## src/hdl/assert_macros.svh

```systemverilog
// assertion helpers shared by the rtl
`ifndef ASSERT_MACROS_SVH
`define ASSERT_MACROS_SVH

// implication checked every clock, off during reset
`define ASSERT_IMPL(label, clk, rst, ante, cons, msg) \
  label: assert property (@(posedge clk) disable iff (rst) (ante) |-> (cons)) \
    else $error(msg);

// implication with the consequent checked in the cycle after the antecedent
`define ASSERT_NEXT(label, clk, rst, ante, cons, msg) \
  label: assert property (@(posedge clk) disable iff (rst) (ante) |=> (cons)) \
    else $error(msg);

`endif

```

## src/hdl/tvg_pkg.sv

```systemverilog
package tvg_pkg;

  localparam int PosW = 24;
  localparam int AngW = 18;
  localparam int HeadW = 17;
  localparam int ColW = 8;
  // cordic datapath width: position plus 6 guard fraction bits plus growth
  localparam int CorW = 34;
  localparam int ZW = 24;
  localparam int AtanCount = 24;
  localparam int CordicIterationsDefault = 16;

  localparam logic [HeadW-1:0] FullTurn = 17'd92160;
  localparam logic [HeadW-1:0] QuarterTurn = 17'd23040;
  localparam logic signed [31:0] InvGainQ30 = 32'sd652032874;

  typedef enum logic [2:0] {
    KIND_FWD      = 3'd0,
    KIND_LEFT     = 3'd1,
    KIND_RIGHT    = 3'd2,
    KIND_PEN_UP   = 3'd3,
    KIND_PEN_DOWN = 3'd4,
    KIND_GOTO     = 3'd5,
    KIND_FILL     = 3'd6
  } kind_t;

  localparam logic [1:0] REG_RED = 2'd0;
  localparam logic [1:0] REG_GREEN = 2'd1;
  localparam logic [1:0] REG_BLUE = 2'd2;

  // commands from the controller to the datapath
  typedef struct packed {
    logic load;       // capture input beat and prepare
    logic turn_left;
    logic turn_right;
    logic cordic_init;
    logic cordic_step;
    logic finish_move;
    logic do_goto;
    logic out_load;
    logic out_fill;
  } tvg_cmd_t;

  // status back to the controller
  typedef struct packed {
    logic cordic_last;
  } tvg_stat_t;

  function automatic logic [ZW-1:0] atan_lookup(input logic [4:0] i);
    logic [ZW-1:0] r;
    case (i)
      5'd0: r = 24'd2949120;
      5'd1: r = 24'd1740967;
      5'd2: r = 24'd919879;
      5'd3: r = 24'd466945;
      5'd4: r = 24'd234379;
      5'd5: r = 24'd117304;
      5'd6: r = 24'd58666;
      5'd7: r = 24'd29335;
      5'd8: r = 24'd14668;
      5'd9: r = 24'd7334;
      5'd10: r = 24'd3667;
      5'd11: r = 24'd1833;
      5'd12: r = 24'd917;
      5'd13: r = 24'd458;
      5'd14: r = 24'd229;
      5'd15: r = 24'd115;
      5'd16: r = 24'd57;
      5'd17: r = 24'd29;
      5'd18: r = 24'd14;
      5'd19: r = 24'd7;
      5'd20: r = 24'd4;
      5'd21: r = 24'd2;
      5'd22: r = 24'd1;
      default: r = 24'd0;
    endcase
    return r;
  endfunction

endpackage

```

## src/hdl/tvg_ctrl.sv

```systemverilog
module tvg_ctrl
  import tvg_pkg::*;
(
  input  logic            clk,
  input  logic            rst,
  input  logic            in_valid,
  input  logic [2:0]      in_kind,
  input  logic            pen_down,
  input  logic            out_busy,
  input  tvg_stat_t       stat,
  output logic            in_ready,
  output tvg_cmd_t        cmd
);

  typedef enum logic [4:0] {
    S_IDLE   = 5'b00001,
    S_PREP   = 5'b00010,
    S_CORDIC = 5'b00100,
    S_FINISH = 5'b01000,
    S_EMIT   = 5'b10000
  } state_t;

  state_t state, state_next;
  logic [2:0] kind, kind_next;
  logic emit_pen;

  assign in_ready = (state == S_IDLE);
  assign emit_pen = pen_down;

  // next state and commands
  always_comb begin
    state_next = state;
    kind_next = kind;
    cmd = '0;
    case (state)
      S_IDLE: begin
        if (in_valid) begin
          kind_next = in_kind;
          cmd.load = 1'b1;
          case (in_kind)
            KIND_LEFT: cmd.turn_left = 1'b1;
            KIND_RIGHT: cmd.turn_right = 1'b1;
            KIND_FWD, KIND_FILL: state_next = S_PREP;
            KIND_GOTO: begin
              cmd.do_goto = 1'b1;
              if (emit_pen) state_next = S_EMIT;
            end
            default: ;
          endcase
        end
      end
      S_PREP: begin
        cmd.cordic_init = 1'b1;
        state_next = S_CORDIC;
      end
      S_CORDIC: begin
        cmd.cordic_step = 1'b1;
        if (stat.cordic_last) state_next = S_FINISH;
      end
      S_FINISH: begin
        cmd.finish_move = 1'b1;
        if (kind == KIND_FILL || emit_pen) state_next = S_EMIT;
        else state_next = S_IDLE;
      end
      S_EMIT: begin
        if (!out_busy) begin
          cmd.out_load = 1'b1;
          cmd.out_fill = (kind == KIND_FILL);
          state_next = S_IDLE;
        end
      end
      default: state_next = S_IDLE;
    endcase
  end

  always_ff @(posedge clk) begin
    if (rst) begin
      state <= S_IDLE;
      kind <= '0;
    end else begin
      state <= state_next;
      kind <= kind_next;
    end
  end

endmodule

```

## src/hdl/tvg_datapath.sv

```systemverilog
module tvg_datapath
  import tvg_pkg::*;
#(
  parameter int CORDIC_ITERATIONS = CordicIterationsDefault
) (
  input  logic                     clk,
  input  logic                     rst,
  input  tvg_cmd_t                 cmd,
  input  logic [2:0]               in_kind,
  input  logic signed [PosW-1:0]   in_distance,
  input  logic signed [AngW-1:0]   in_angle,
  input  logic signed [PosW-1:0]   in_target_x,
  input  logic signed [PosW-1:0]   in_target_y,
  output tvg_stat_t                stat,
  output logic                     pen_down,
  output logic signed [PosW-1:0]   seg_sx,
  output logic signed [PosW-1:0]   seg_sy,
  output logic signed [PosW-1:0]   pos_x,
  output logic signed [PosW-1:0]   pos_y
);

  localparam int IterW = $clog2(CORDIC_ITERATIONS + 1);

  logic [HeadW-1:0] heading;
  logic [HeadW-1:0] turn_amt;
  logic [AngW:0] ang_red;
  logic [HeadW:0] head_sum;
  logic [1:0] quad;
  logic [HeadW-1:0] resid;
  logic signed [PosW-1:0] dist_q;
  logic signed [CorW+23:0] prod;
  logic signed [CorW-1:0] cx, cy;
  logic signed [ZW+1:0] cz;
  logic [IterW-1:0] iter;
  logic signed [CorW-1:0] xs, ys;
  logic signed [CorW-1:0] dx, dy;
  logic signed [CorW-1:0] rx, ry;
  logic signed [CorW:0] nx, ny;

  // reduce a signed angle to 0..FullTurn-1 (range is within two turns)
  always_comb begin
    logic signed [AngW:0] a;
    a = {in_angle[AngW-1], in_angle};
    if (a < 0) a = a + $signed({2'b00, FullTurn});
    if (a < 0) a = a + $signed({2'b00, FullTurn});
    if (a >= $signed({2'b00, FullTurn})) a = a - $signed({2'b00, FullTurn});
    if (a >= $signed({2'b00, FullTurn})) a = a - $signed({2'b00, FullTurn});
    ang_red = a;
    turn_amt = a[HeadW-1:0];
  end

  // heading update for turns
  always_comb begin
    if (cmd.turn_left) head_sum = {1'b0, heading} + {1'b0, turn_amt};
    else head_sum = {1'b0, heading} + {1'b0, FullTurn} - {1'b0, turn_amt};
    if (head_sum >= {1'b0, FullTurn}) head_sum = head_sum - {1'b0, FullTurn};
  end

  // quadrant split of the heading
  always_comb begin
    if (heading >= 3 * QuarterTurn) begin
      quad = 2'd3; resid = heading - 17'(3 * QuarterTurn);
    end else if (heading >= 2 * QuarterTurn) begin
      quad = 2'd2; resid = heading - 17'(2 * QuarterTurn);
    end else if (heading >= QuarterTurn) begin
      quad = 2'd1; resid = heading - QuarterTurn;
    end else begin
      quad = 2'd0; resid = heading;
    end
  end

  assign prod = dist_q * InvGainQ30 + 58'sd8388608;
  assign xs = cx >>> iter;
  assign ys = cy >>> iter;
  assign stat.cordic_last = (iter == IterW'(CORDIC_ITERATIONS - 1));

  // exact quarter-turn rotation and rounding
  always_comb begin
    case (quad)
      2'd0: begin rx = cx; ry = cy; end
      2'd1: begin rx = -cy; ry = cx; end
      2'd2: begin rx = -cx; ry = -cy; end
      default: begin rx = cy; ry = -cx; end
    endcase
    dx = (rx + CorW'(32)) >>> 6;
    dy = (ry + CorW'(32)) >>> 6;
    nx = {pos_x[PosW-1], {(CorW-PosW){pos_x[PosW-1]}}, pos_x} + {dx[CorW-1], dx};
    ny = {pos_y[PosW-1], {(CorW-PosW){pos_y[PosW-1]}}, pos_y} + {dy[CorW-1], dy};
  end

  function automatic logic signed [PosW-1:0] sat(input logic signed [CorW:0] v);
    if (v > $signed((CorW+1)'(8388607))) return 24'sh7fffff;
    if (v < -$signed((CorW+1)'(8388608))) return 24'sh800000;
    return v[PosW-1:0];
  endfunction

  // turtle state
  always_ff @(posedge clk) begin
    if (rst) begin
      heading <= '0;
      pen_down <= 1'b1;
      pos_x <= '0;
      pos_y <= '0;
    end else begin
      if (cmd.turn_left || cmd.turn_right) heading <= head_sum[HeadW-1:0];
      if (cmd.load && in_kind == KIND_PEN_UP) pen_down <= 1'b0;
      if (cmd.load && in_kind == KIND_PEN_DOWN) pen_down <= 1'b1;
      if (cmd.do_goto) begin
        pos_x <= in_target_x;
        pos_y <= in_target_y;
        heading <= '0;
      end
      if (cmd.finish_move) begin
        pos_x <= sat(nx);
        pos_y <= sat(ny);
      end
    end
  end

  // segment start and cordic registers
  always_ff @(posedge clk) begin
    if (cmd.load) begin
      seg_sx <= pos_x;
      seg_sy <= pos_y;
      dist_q <= in_distance;
    end
    if (cmd.cordic_init) begin
      cx <= prod[CorW+23:24];
      cy <= '0;
      cz <= $signed({1'b0, resid, 8'd0});
      iter <= '0;
    end else if (cmd.cordic_step) begin
      if (!cz[ZW+1]) begin
        cx <= cx - ys;
        cy <= cy + xs;
        cz <= cz - $signed({2'b00, atan_lookup(5'(iter))});
      end else begin
        cx <= cx + ys;
        cy <= cy - xs;
        cz <= cz + $signed({2'b00, atan_lookup(5'(iter))});
      end
      iter <= iter + 1'b1;
    end
  end

  logic unused_ok;
  assign unused_ok = ^ang_red[AngW];

endmodule

```

## src/hdl/turtle_vector_generator.sv

```systemverilog
// Turtle vector generator: one command per input beat. Turns, pen changes and
// go-to complete as the beat is taken; a go-to with the pen down then presents
// its segment from the emit state. A forward or forward-fill move runs an
// iterative CORDIC, one rotation step a cycle, through the prepare, CORDIC and
// finish states, then the emit state if it presents a segment. The input stays
// stalled while a segment waits on a held output register. The user writes the
// pen color registers via the write port only while idle; the block won't check.
module turtle_vector_generator
  import tvg_pkg::*;
#(
  parameter int CORDIC_ITERATIONS = CordicIterationsDefault
) (
  input  logic                    clk,
  input  logic                    rst,
  input  logic                    cfg_we,
  input  logic [1:0]              cfg_index,
  input  logic [ColW-1:0]         cfg_data,
  input  logic                    in_valid,
  output logic                    in_stall,
  input  logic [2:0]              kind,
  input  logic signed [PosW-1:0]  distance,
  input  logic signed [AngW-1:0]  angle,
  input  logic signed [PosW-1:0]  target_x,
  input  logic signed [PosW-1:0]  target_y,
  output logic                    out_valid,
  input  logic                    out_stall,
  output logic signed [PosW-1:0]  start_x,
  output logic signed [PosW-1:0]  start_y,
  output logic signed [PosW-1:0]  end_x,
  output logic signed [PosW-1:0]  end_y,
  output logic [ColW-1:0]         seg_red,
  output logic [ColW-1:0]         seg_green,
  output logic [ColW-1:0]         seg_blue,
  output logic                    is_fill
);

`include "assert_macros.svh"

  tvg_cmd_t cmd;
  tvg_stat_t stat;
  logic in_ready;
  logic pen_down;
  logic out_busy;
  logic [ColW-1:0] pen_red, pen_green, pen_blue;
  logic signed [PosW-1:0] seg_sx, seg_sy, pos_x, pos_y;

  assign in_stall = !in_ready;
  assign out_busy = out_valid && out_stall;

  // pen color registers
  always_ff @(posedge clk) begin
    if (rst) begin
      pen_red <= '0;
      pen_green <= '0;
      pen_blue <= '0;
    end else if (cfg_we) begin
      case (cfg_index)
        REG_RED: pen_red <= cfg_data;
        REG_GREEN: pen_green <= cfg_data;
        REG_BLUE: pen_blue <= cfg_data;
        default: ;
      endcase
    end
  end

  tvg_ctrl u_ctrl (
    .clk(clk), .rst(rst), .in_valid(in_valid), .in_kind(kind),
    .pen_down(pen_down), .out_busy(out_busy), .stat(stat),
    .in_ready(in_ready), .cmd(cmd)
  );

  tvg_datapath #(.CORDIC_ITERATIONS(CORDIC_ITERATIONS)) u_dp (
    .clk(clk), .rst(rst), .cmd(cmd), .in_kind(kind), .in_distance(distance),
    .in_angle(angle), .in_target_x(target_x), .in_target_y(target_y),
    .stat(stat), .pen_down(pen_down), .seg_sx(seg_sx), .seg_sy(seg_sy),
    .pos_x(pos_x), .pos_y(pos_y)
  );

  // output register
  always_ff @(posedge clk) begin
    if (rst) begin
      out_valid <= 1'b0;
    end else if (cmd.out_load) begin
      out_valid <= 1'b1;
    end else if (!out_stall) begin
      out_valid <= 1'b0;
    end
  end

  always_ff @(posedge clk) begin
    if (cmd.out_load) begin
      start_x <= seg_sx;
      start_y <= seg_sy;
      end_x <= pos_x;
      end_y <= pos_y;
      seg_red <= pen_red;
      seg_green <= pen_green;
      seg_blue <= pen_blue;
      is_fill <= cmd.out_fill;
    end
  end

  `ASSERT_IMPL(a_no_overwrite, clk, rst, out_busy, !cmd.out_load, "result overwritten")
  `ASSERT_NEXT(a_load_shows, clk, rst, cmd.out_load, out_valid, "loaded beat not shown")
  `ASSERT_IMPL(a_busy_no_accept, clk, rst, cmd.cordic_step, in_stall, "accept during move")

endmodule

```

## config.mk

```make
export PLATFORM = sky130hd
export DESIGN_NAME = turtle_vector_generator
export DESIGN_NICKNAME = d
export VERILOG_FILES = /design/src/hdl/tvg_pkg.sv /design/src/hdl/tvg_ctrl.sv /design/src/hdl/tvg_datapath.sv /design/src/hdl/turtle_vector_generator.sv
export VERILOG_INCLUDE_DIRS = /design/src /design/src/hdl
export SDC_FILE = /design/constraint.sdc
export NUM_CORES = 2
export LEC_CHECK = 0
export CAP_MARGIN = 0
export CORE_MARGIN = 1.5
export CORE_UTILIZATION = 45
export DETAILED_ROUTE_END_ITERATION = 12
export DONT_BUFFER_PORTS = 1
export PLACE_DENSITY_LB_ADDON = 0.25
export RECOVER_POWER = 100
export SETUP_SLACK_MARGIN = 0.2
export SYNTH_ARGS = -nofsm -noshare
export SYNTH_HDL_FRONTEND = slang
export SYNTH_SLANG_ARGS = --single-unit
```

## constraint.sdc

```tcl
create_clock -name clk -period 9.7 [get_ports clk]
set_clock_uncertainty 0.15 [all_clocks]
set_input_delay 1.94 -clock clk [delete_from_list [all_inputs] [get_ports clk]]
set_output_delay 1.94 -clock clk [all_outputs]
set_load 0.01 [all_outputs]
```

==> flow_summary.html <==
<table>
<tr><th>Metric</th><th>Value</th></tr>
<tr><th colspan="2">Critical path</th></tr>
<tr><td>Critical path start-end classification</td><td>reg -&gt; reg</td></tr>
<tr><td>Most frequent cell on the critical path</td><td>fa_1</td></tr>
<tr><td>Kind of end point of the critical path</td><td>flip-flop</td></tr>
<tr><td>Cells traversed along the worst timing path</td><td>ha_1 -&gt; fa_1 -&gt; inv_1 -&gt; fa_1 -&gt; fa_1 -&gt; inv_1 -&gt; fa_1 -&gt; inv_1 -&gt; fa_1 -&gt; inv_1 -&gt; fa_1 -&gt; ha_1 -&gt; and3_1 -&gt; nand4_1 -&gt; or2_2 -&gt; nor4b_1 -&gt; o21ai_0 -&gt; xor2_1 -&gt; or4_1 -&gt; nor4b_2 -&gt; and4b_1 -&gt; and3_1 -&gt; xnor2_1 -&gt; a21oi_1</td></tr>
<tr><td>Data required time at the worst endpoint</td><td>9.85 ns</td></tr>
<tr><td>Buffering stage count on the worst path with inverters included</td><td>4</td></tr>
<tr><td>Crit Path Max Fanout</td><td>12</td></tr>
<tr><td>Endpoint of the worst register-to-register path</td><td>u_dp.cx[23]</td></tr>
<tr><td>Dominant delay contributor by cell family on the critical path</td><td>adder cells</td></tr>
<tr><td>Arrival time reported for the critical path endpoint</td><td>9.22 ns</td></tr>
<tr><td>Nature of the critical path startpoint</td><td>flip-flop</td></tr>
<tr><td>Cell with the largest stage delay on the worst path</td><td>ha_1</td></tr>
<tr><td>FF-to-FF setup slack</td><td>0.63 ns</td></tr>
<tr><td>Cells on worst reg2reg path</td><td>24</td></tr>
<tr><td>Delay of the slowest critical-path stage</td><td>0.72 ns</td></tr>
<tr><td>Reg2reg start</td><td>u_dp.dist_q[9]</td></tr>
<tr><th colspan="2">Synth</th></tr>
<tr><td>Yosys warning count</td><td>0</td></tr>
<tr><td>Share of the synthesized area in the top cell type</td><td>15.1%</td></tr>
<tr><td>Post-synthesis instance area</td><td>0.0486 sq mm</td></tr>
<tr><td>Commonest register cell after synthesis</td><td>edfxtp_1</td></tr>
<tr><td>Number of enable flip-flop cells after synthesis</td><td>244</td></tr>
<tr><td>Number of nets in the synthesized netlist</td><td>6339</td></tr>
<tr><td>Post-synthesis register bit count</td><td>413</td></tr>
<tr><td>Instance count of the mapped netlist</td><td>5451</td></tr>
<tr><td>Top cell type by total area after synthesis</td><td>edfxtp_1</td></tr>
<tr><td>Post-synth cell types</td><td>93</td></tr>
<tr><td>Avg Cell Area, Syn</td><td>8.91 sq um</td></tr>
<tr><td>Share of synthesized registers carrying an async set or reset</td><td>0%</td></tr>
<tr><td>Biggest area contributors in the synthesized netlist</td><td>edfxtp_1 15%, fa_1 13%, ha_1 12%, dfxtp_1 7.0%, inv_1 4.0%</td></tr>
<tr><td>Sequential share of the synthesized area</td><td>22.1%</td></tr>
<tr><th colspan="2">GRT</th></tr>
<tr><td>Gr ovfl total</td><td>0</td></tr>
<tr><td>Initial antenna violation count</td><td>1</td></tr>
<tr><td>Via count of the first global-routing pass</td><td>40000</td></tr>
<tr><td>Global router's overall resource usage</td><td>27.9%</td></tr>
<tr><td>Maximum number of pins on one net before global-route repair</td><td>86</td></tr>
<tr><td>Wire length of the first global-routing pass</td><td>241 mm</td></tr>
<tr><th colspan="2">Detailed routing</th></tr>
<tr><td>Length of the first detailed-routing pass in iterations</td><td>9</td></tr>
<tr><td>Post-DR vias/cell</td><td>6.07</td></tr>
<tr><td>Detailed-route via count</td><td>41000</td></tr>
<tr><td>Antenna Nets Post-Route</td><td>0</td></tr>
<tr><td>Post-Route WL</td><td>157 mm</td></tr>
<tr><td>Drt drc</td><td>0</td></tr>
<tr><td>Drt initial violations</td><td>3798</td></tr>
<tr><td>Average routed wire per standard cell</td><td>23.2 um</td></tr>
<tr><th colspan="2">Hold path</th></tr>
<tr><td>Start point of the worst min-delay path</td><td>u_dp.seg_sy[17]</td></tr>
<tr><td>Hold crit path type</td><td>reg -&gt; reg</td></tr>
<tr><td>Number of cells traversed by the worst hold path</td><td>0</td></tr>
<tr><td>Worst hold path endpoint</td><td>start_y[17]</td></tr>
<tr><th colspan="2">Timing</th></tr>
<tr><td>Transition time at the pin with the least slew margin</td><td>3.34 ns</td></tr>
<tr><td>Final worst path period share</td><td>93.5%</td></tr>
<tr><td>Period minus WS final</td><td>9.07 ns</td></tr>
<tr><td>Worst slew margin</td><td>-122%</td></tr>
<tr><td>Max-slew violation count</td><td>383</td></tr>
<tr><td>Setup repair after global routing missed its margin</td><td>no</td></tr>
<tr><td>Maximum achievable frequency</td><td>0.110 GHz</td></tr>
<tr><td>Smallest setup slack after layout</td><td>0.630 ns</td></tr>
<tr><td>Total negative slack for setup checks</td><td>0 ns</td></tr>
<tr><td>Number of hold violations in the final report</td><td>0</td></tr>
<tr><td>Final Setup Violations</td><td>0</td></tr>
<tr><th colspan="2">Floorplanning</th></tr>
<tr><td>Die Ht</td><td>331 um</td></tr>
<tr><td>Die Span X</td><td>331 um</td></tr>
<tr><td>Area of the die</td><td>0.110 sq mm</td></tr>
<tr><td>Floorplan Core Area</td><td>0.107 sq mm</td></tr>
<tr><td>Number of top-level design ports</td><td>231</td></tr>
<tr><td>Initial core utilization</td><td>45.4%</td></tr>
<tr><td>Site row count</td><td>120</td></tr>
<tr><th colspan="2">Final layout</th></tr>
<tr><td>Layout filler cell count</td><td>10200</td></tr>
<tr><td>Most common cell after layout, fill and taps aside</td><td>inv_1</td></tr>
<tr><td>Area delta synth-&gt;final</td><td>5.94%</td></tr>
<tr><td>Proportion of layout cells with a drive suffix above 1</td><td>6.03%</td></tr>
<tr><td>Number of nets in the final layout</td><td>6189</td></tr>
<tr><td>Most frequent cells in the layout</td><td>512 x inv_1, 476 x ha_1, 397 x nor2_1, 395 x nand2_1, 382 x a21oi_1</td></tr>
<tr><th colspan="2">Status</th></tr>
<tr><td>Violated checks</td><td>max-capacitance violations, max-slew violations</td></tr>
<tr><td>Outcome</td><td>complete, but fails checks</td></tr>
<tr><th colspan="2">Placement</th></tr>
<tr><td>Detailed-placement wirelength estimate</td><td>124 mm</td></tr>
<tr><td>Worst setup timing slack at the placement stage</td><td>0.656 ns</td></tr>
<tr><td>Weighted congestion at the end of routability-driven global placement</td><td>0.985</td></tr>
<tr><td>Number of I/O port buffers</td><td>0</td></tr>
<tr><th colspan="2">Clock tree</th></tr>
<tr><td>Count of hold buffers inserted by post-cts repair</td><td>0</td></tr>
<tr><td>Clock input transition at the sequential cells of the worst setup and hold paths</td><td>0.07 ns</td></tr>
<tr><td>Clock tree root driver cell</td><td>clkbuf_16</td></tr>
<tr><td>H-tree depth</td><td>2</td></tr>
<tr><td>Buffers inserted during post-CTS setup optimization</td><td>0</td></tr>
<tr><td>Clock latency reported for the late side of the worst-skew pair</td><td>0.67 ns</td></tr>
<tr><td>CTS sink cnt</td><td>413</td></tr>
<tr><td>CTS Buf Count</td><td>49</td></tr>
<tr><td>Bufs on Longest Clock Path</td><td>3</td></tr>
<tr><td>TritonCTS clock tree</td><td>yes</td></tr>
<tr><th colspan="2">Flow run</th></tr>
<tr><td>Maxcap violations</td><td>9</td></tr>
</table>
## final cells by class
type | instances | area (sq um) | area share [%]
well taps | 1403 | 1760 | 3.41
repair buffers | 85 | 583 | 1.13
clock inverters | 29 | 236 | 0.460
diodes | 1 | 2.50 | 0.00487
multi-input cells | 4237 | 34900 | 67.8
flip-flops and latches | 413 | 10700 | 20.8
clock buffers | 61 | 1330 | 2.59
inverters | 515 | 1930 | 3.76
## flip-flops by register name, summed over array words and instances (netlist names), 3 cells and up, named ones only
| register | cells |
|---|---|
| pen_red | 8 |
| u_ctrl.state | 5 |
| seg_red | 8 |
| u_dp.seg_sx | 24 |
| end_y | 24 |
| seg_green | 8 |
| pen_green | 8 |
| u_ctrl.kind | 3 |
| pen_blue | 8 |
| u_dp.pos_x | 24 |
| u_dp.dist_q | 24 |
| u_dp.cz | 26 |
| u_dp.pos_y | 24 |
| u_dp.iter | 5 |
| u_dp.heading | 17 |
| u_dp.cy | 34 |
| start_y | 24 |
| start_x | 24 |
| u_dp.seg_sy | 24 |
| end_x | 24 |
| seg_blue | 8 |
| u_dp.cx | 34 |
## through the flow
| stage | cells | hold slack [ns] | area, sq um | utilization (%) |
|---|---|---|---|---|
| final | 6744 | 0.265 | 51400 | 48.0 |
| after floorplan | 5451 | 0.250 | 48600 | - |
| after global placement | 6653 | 0.251 | 49900 | 46.6 |
| after detailed placement | 6653 | 0.255 | 49900 | 46.6 |
| after global routing | 6743 | 0.264 | 51400 | 48.0 |
| after CTS | 6743 | 0.266 | 51500 | 48.1 |
## synth_stat cells (all sizes together), types with 47 or more instances
master,instances
mux2i,130
nand3,104
a21o,86
nand2,395
edfxtp,244
ha,476
and3,48
xor2,159
or3,47
a31oi,57
a221oi,59
nor2,399
inv,513
a21oi,382
o21a,50
dfxtp,169
mux4,84
nor3,128
o21ai,316
a211oi,62
nor2b,52
xnor2,206
nand2b,58
clkbuf,232
buf,54
fa,304
## worst max-delay path by stage
stage / from / endpoint / depth (start not counted)
5_1_grt: u_dp.heading[6] / u_dp.pos_y[19] / 25
3_3_place_gp: u_dp.dist_q[9] / u_dp.cx[29] / 24
4_1_cts: u_dp.dist_q[9] / u_dp.cx[29] / 24
3_5_place_dp: angle[11] / u_dp.heading[12] / 27
2_1_floorplan: out_stall / is_fill / 2
6_report: u_dp.dist_q[9] / u_dp.cx[23] / 24
## cell families after synthesis
logic type | after synthesis | synth area share (%)
AOI/OAI and AO/OA | 1380 | 18.3
adders and majority gates | 780 | 24.8
buffers and inverters | 801 | 6.28
DFF | 413 | 22.1
and+or+nand+nor | 1473 | 14.8
muxes | 239 | 7.16
xor gates and xnor gates | 365 | 6.58
## routing by layer
layer | share of wire (%) | vias up | global-route usage, % | routed length (um)
met2 | 49 | 1526 | 49.4 | 77000
li1 | - | 19300 | - | -
met4 | 4.0 | 0 | 9.96 | 6240
met3 | 6.6 | 300 | 4.72 | 10300
met1 | 40 | 19900 | 34.1 | 63100
met5 | 0 | - | 0 | 0
## what timing repair did
action,4_1_cts,5_1_grt
hold endpoints to repair,0,0
setup endpoints to repair,0,15
gates resized for setup,0,4
Power is not shown: default switching activity piles up to over one toggle a cycle in this logic, so the estimate is an artifact.
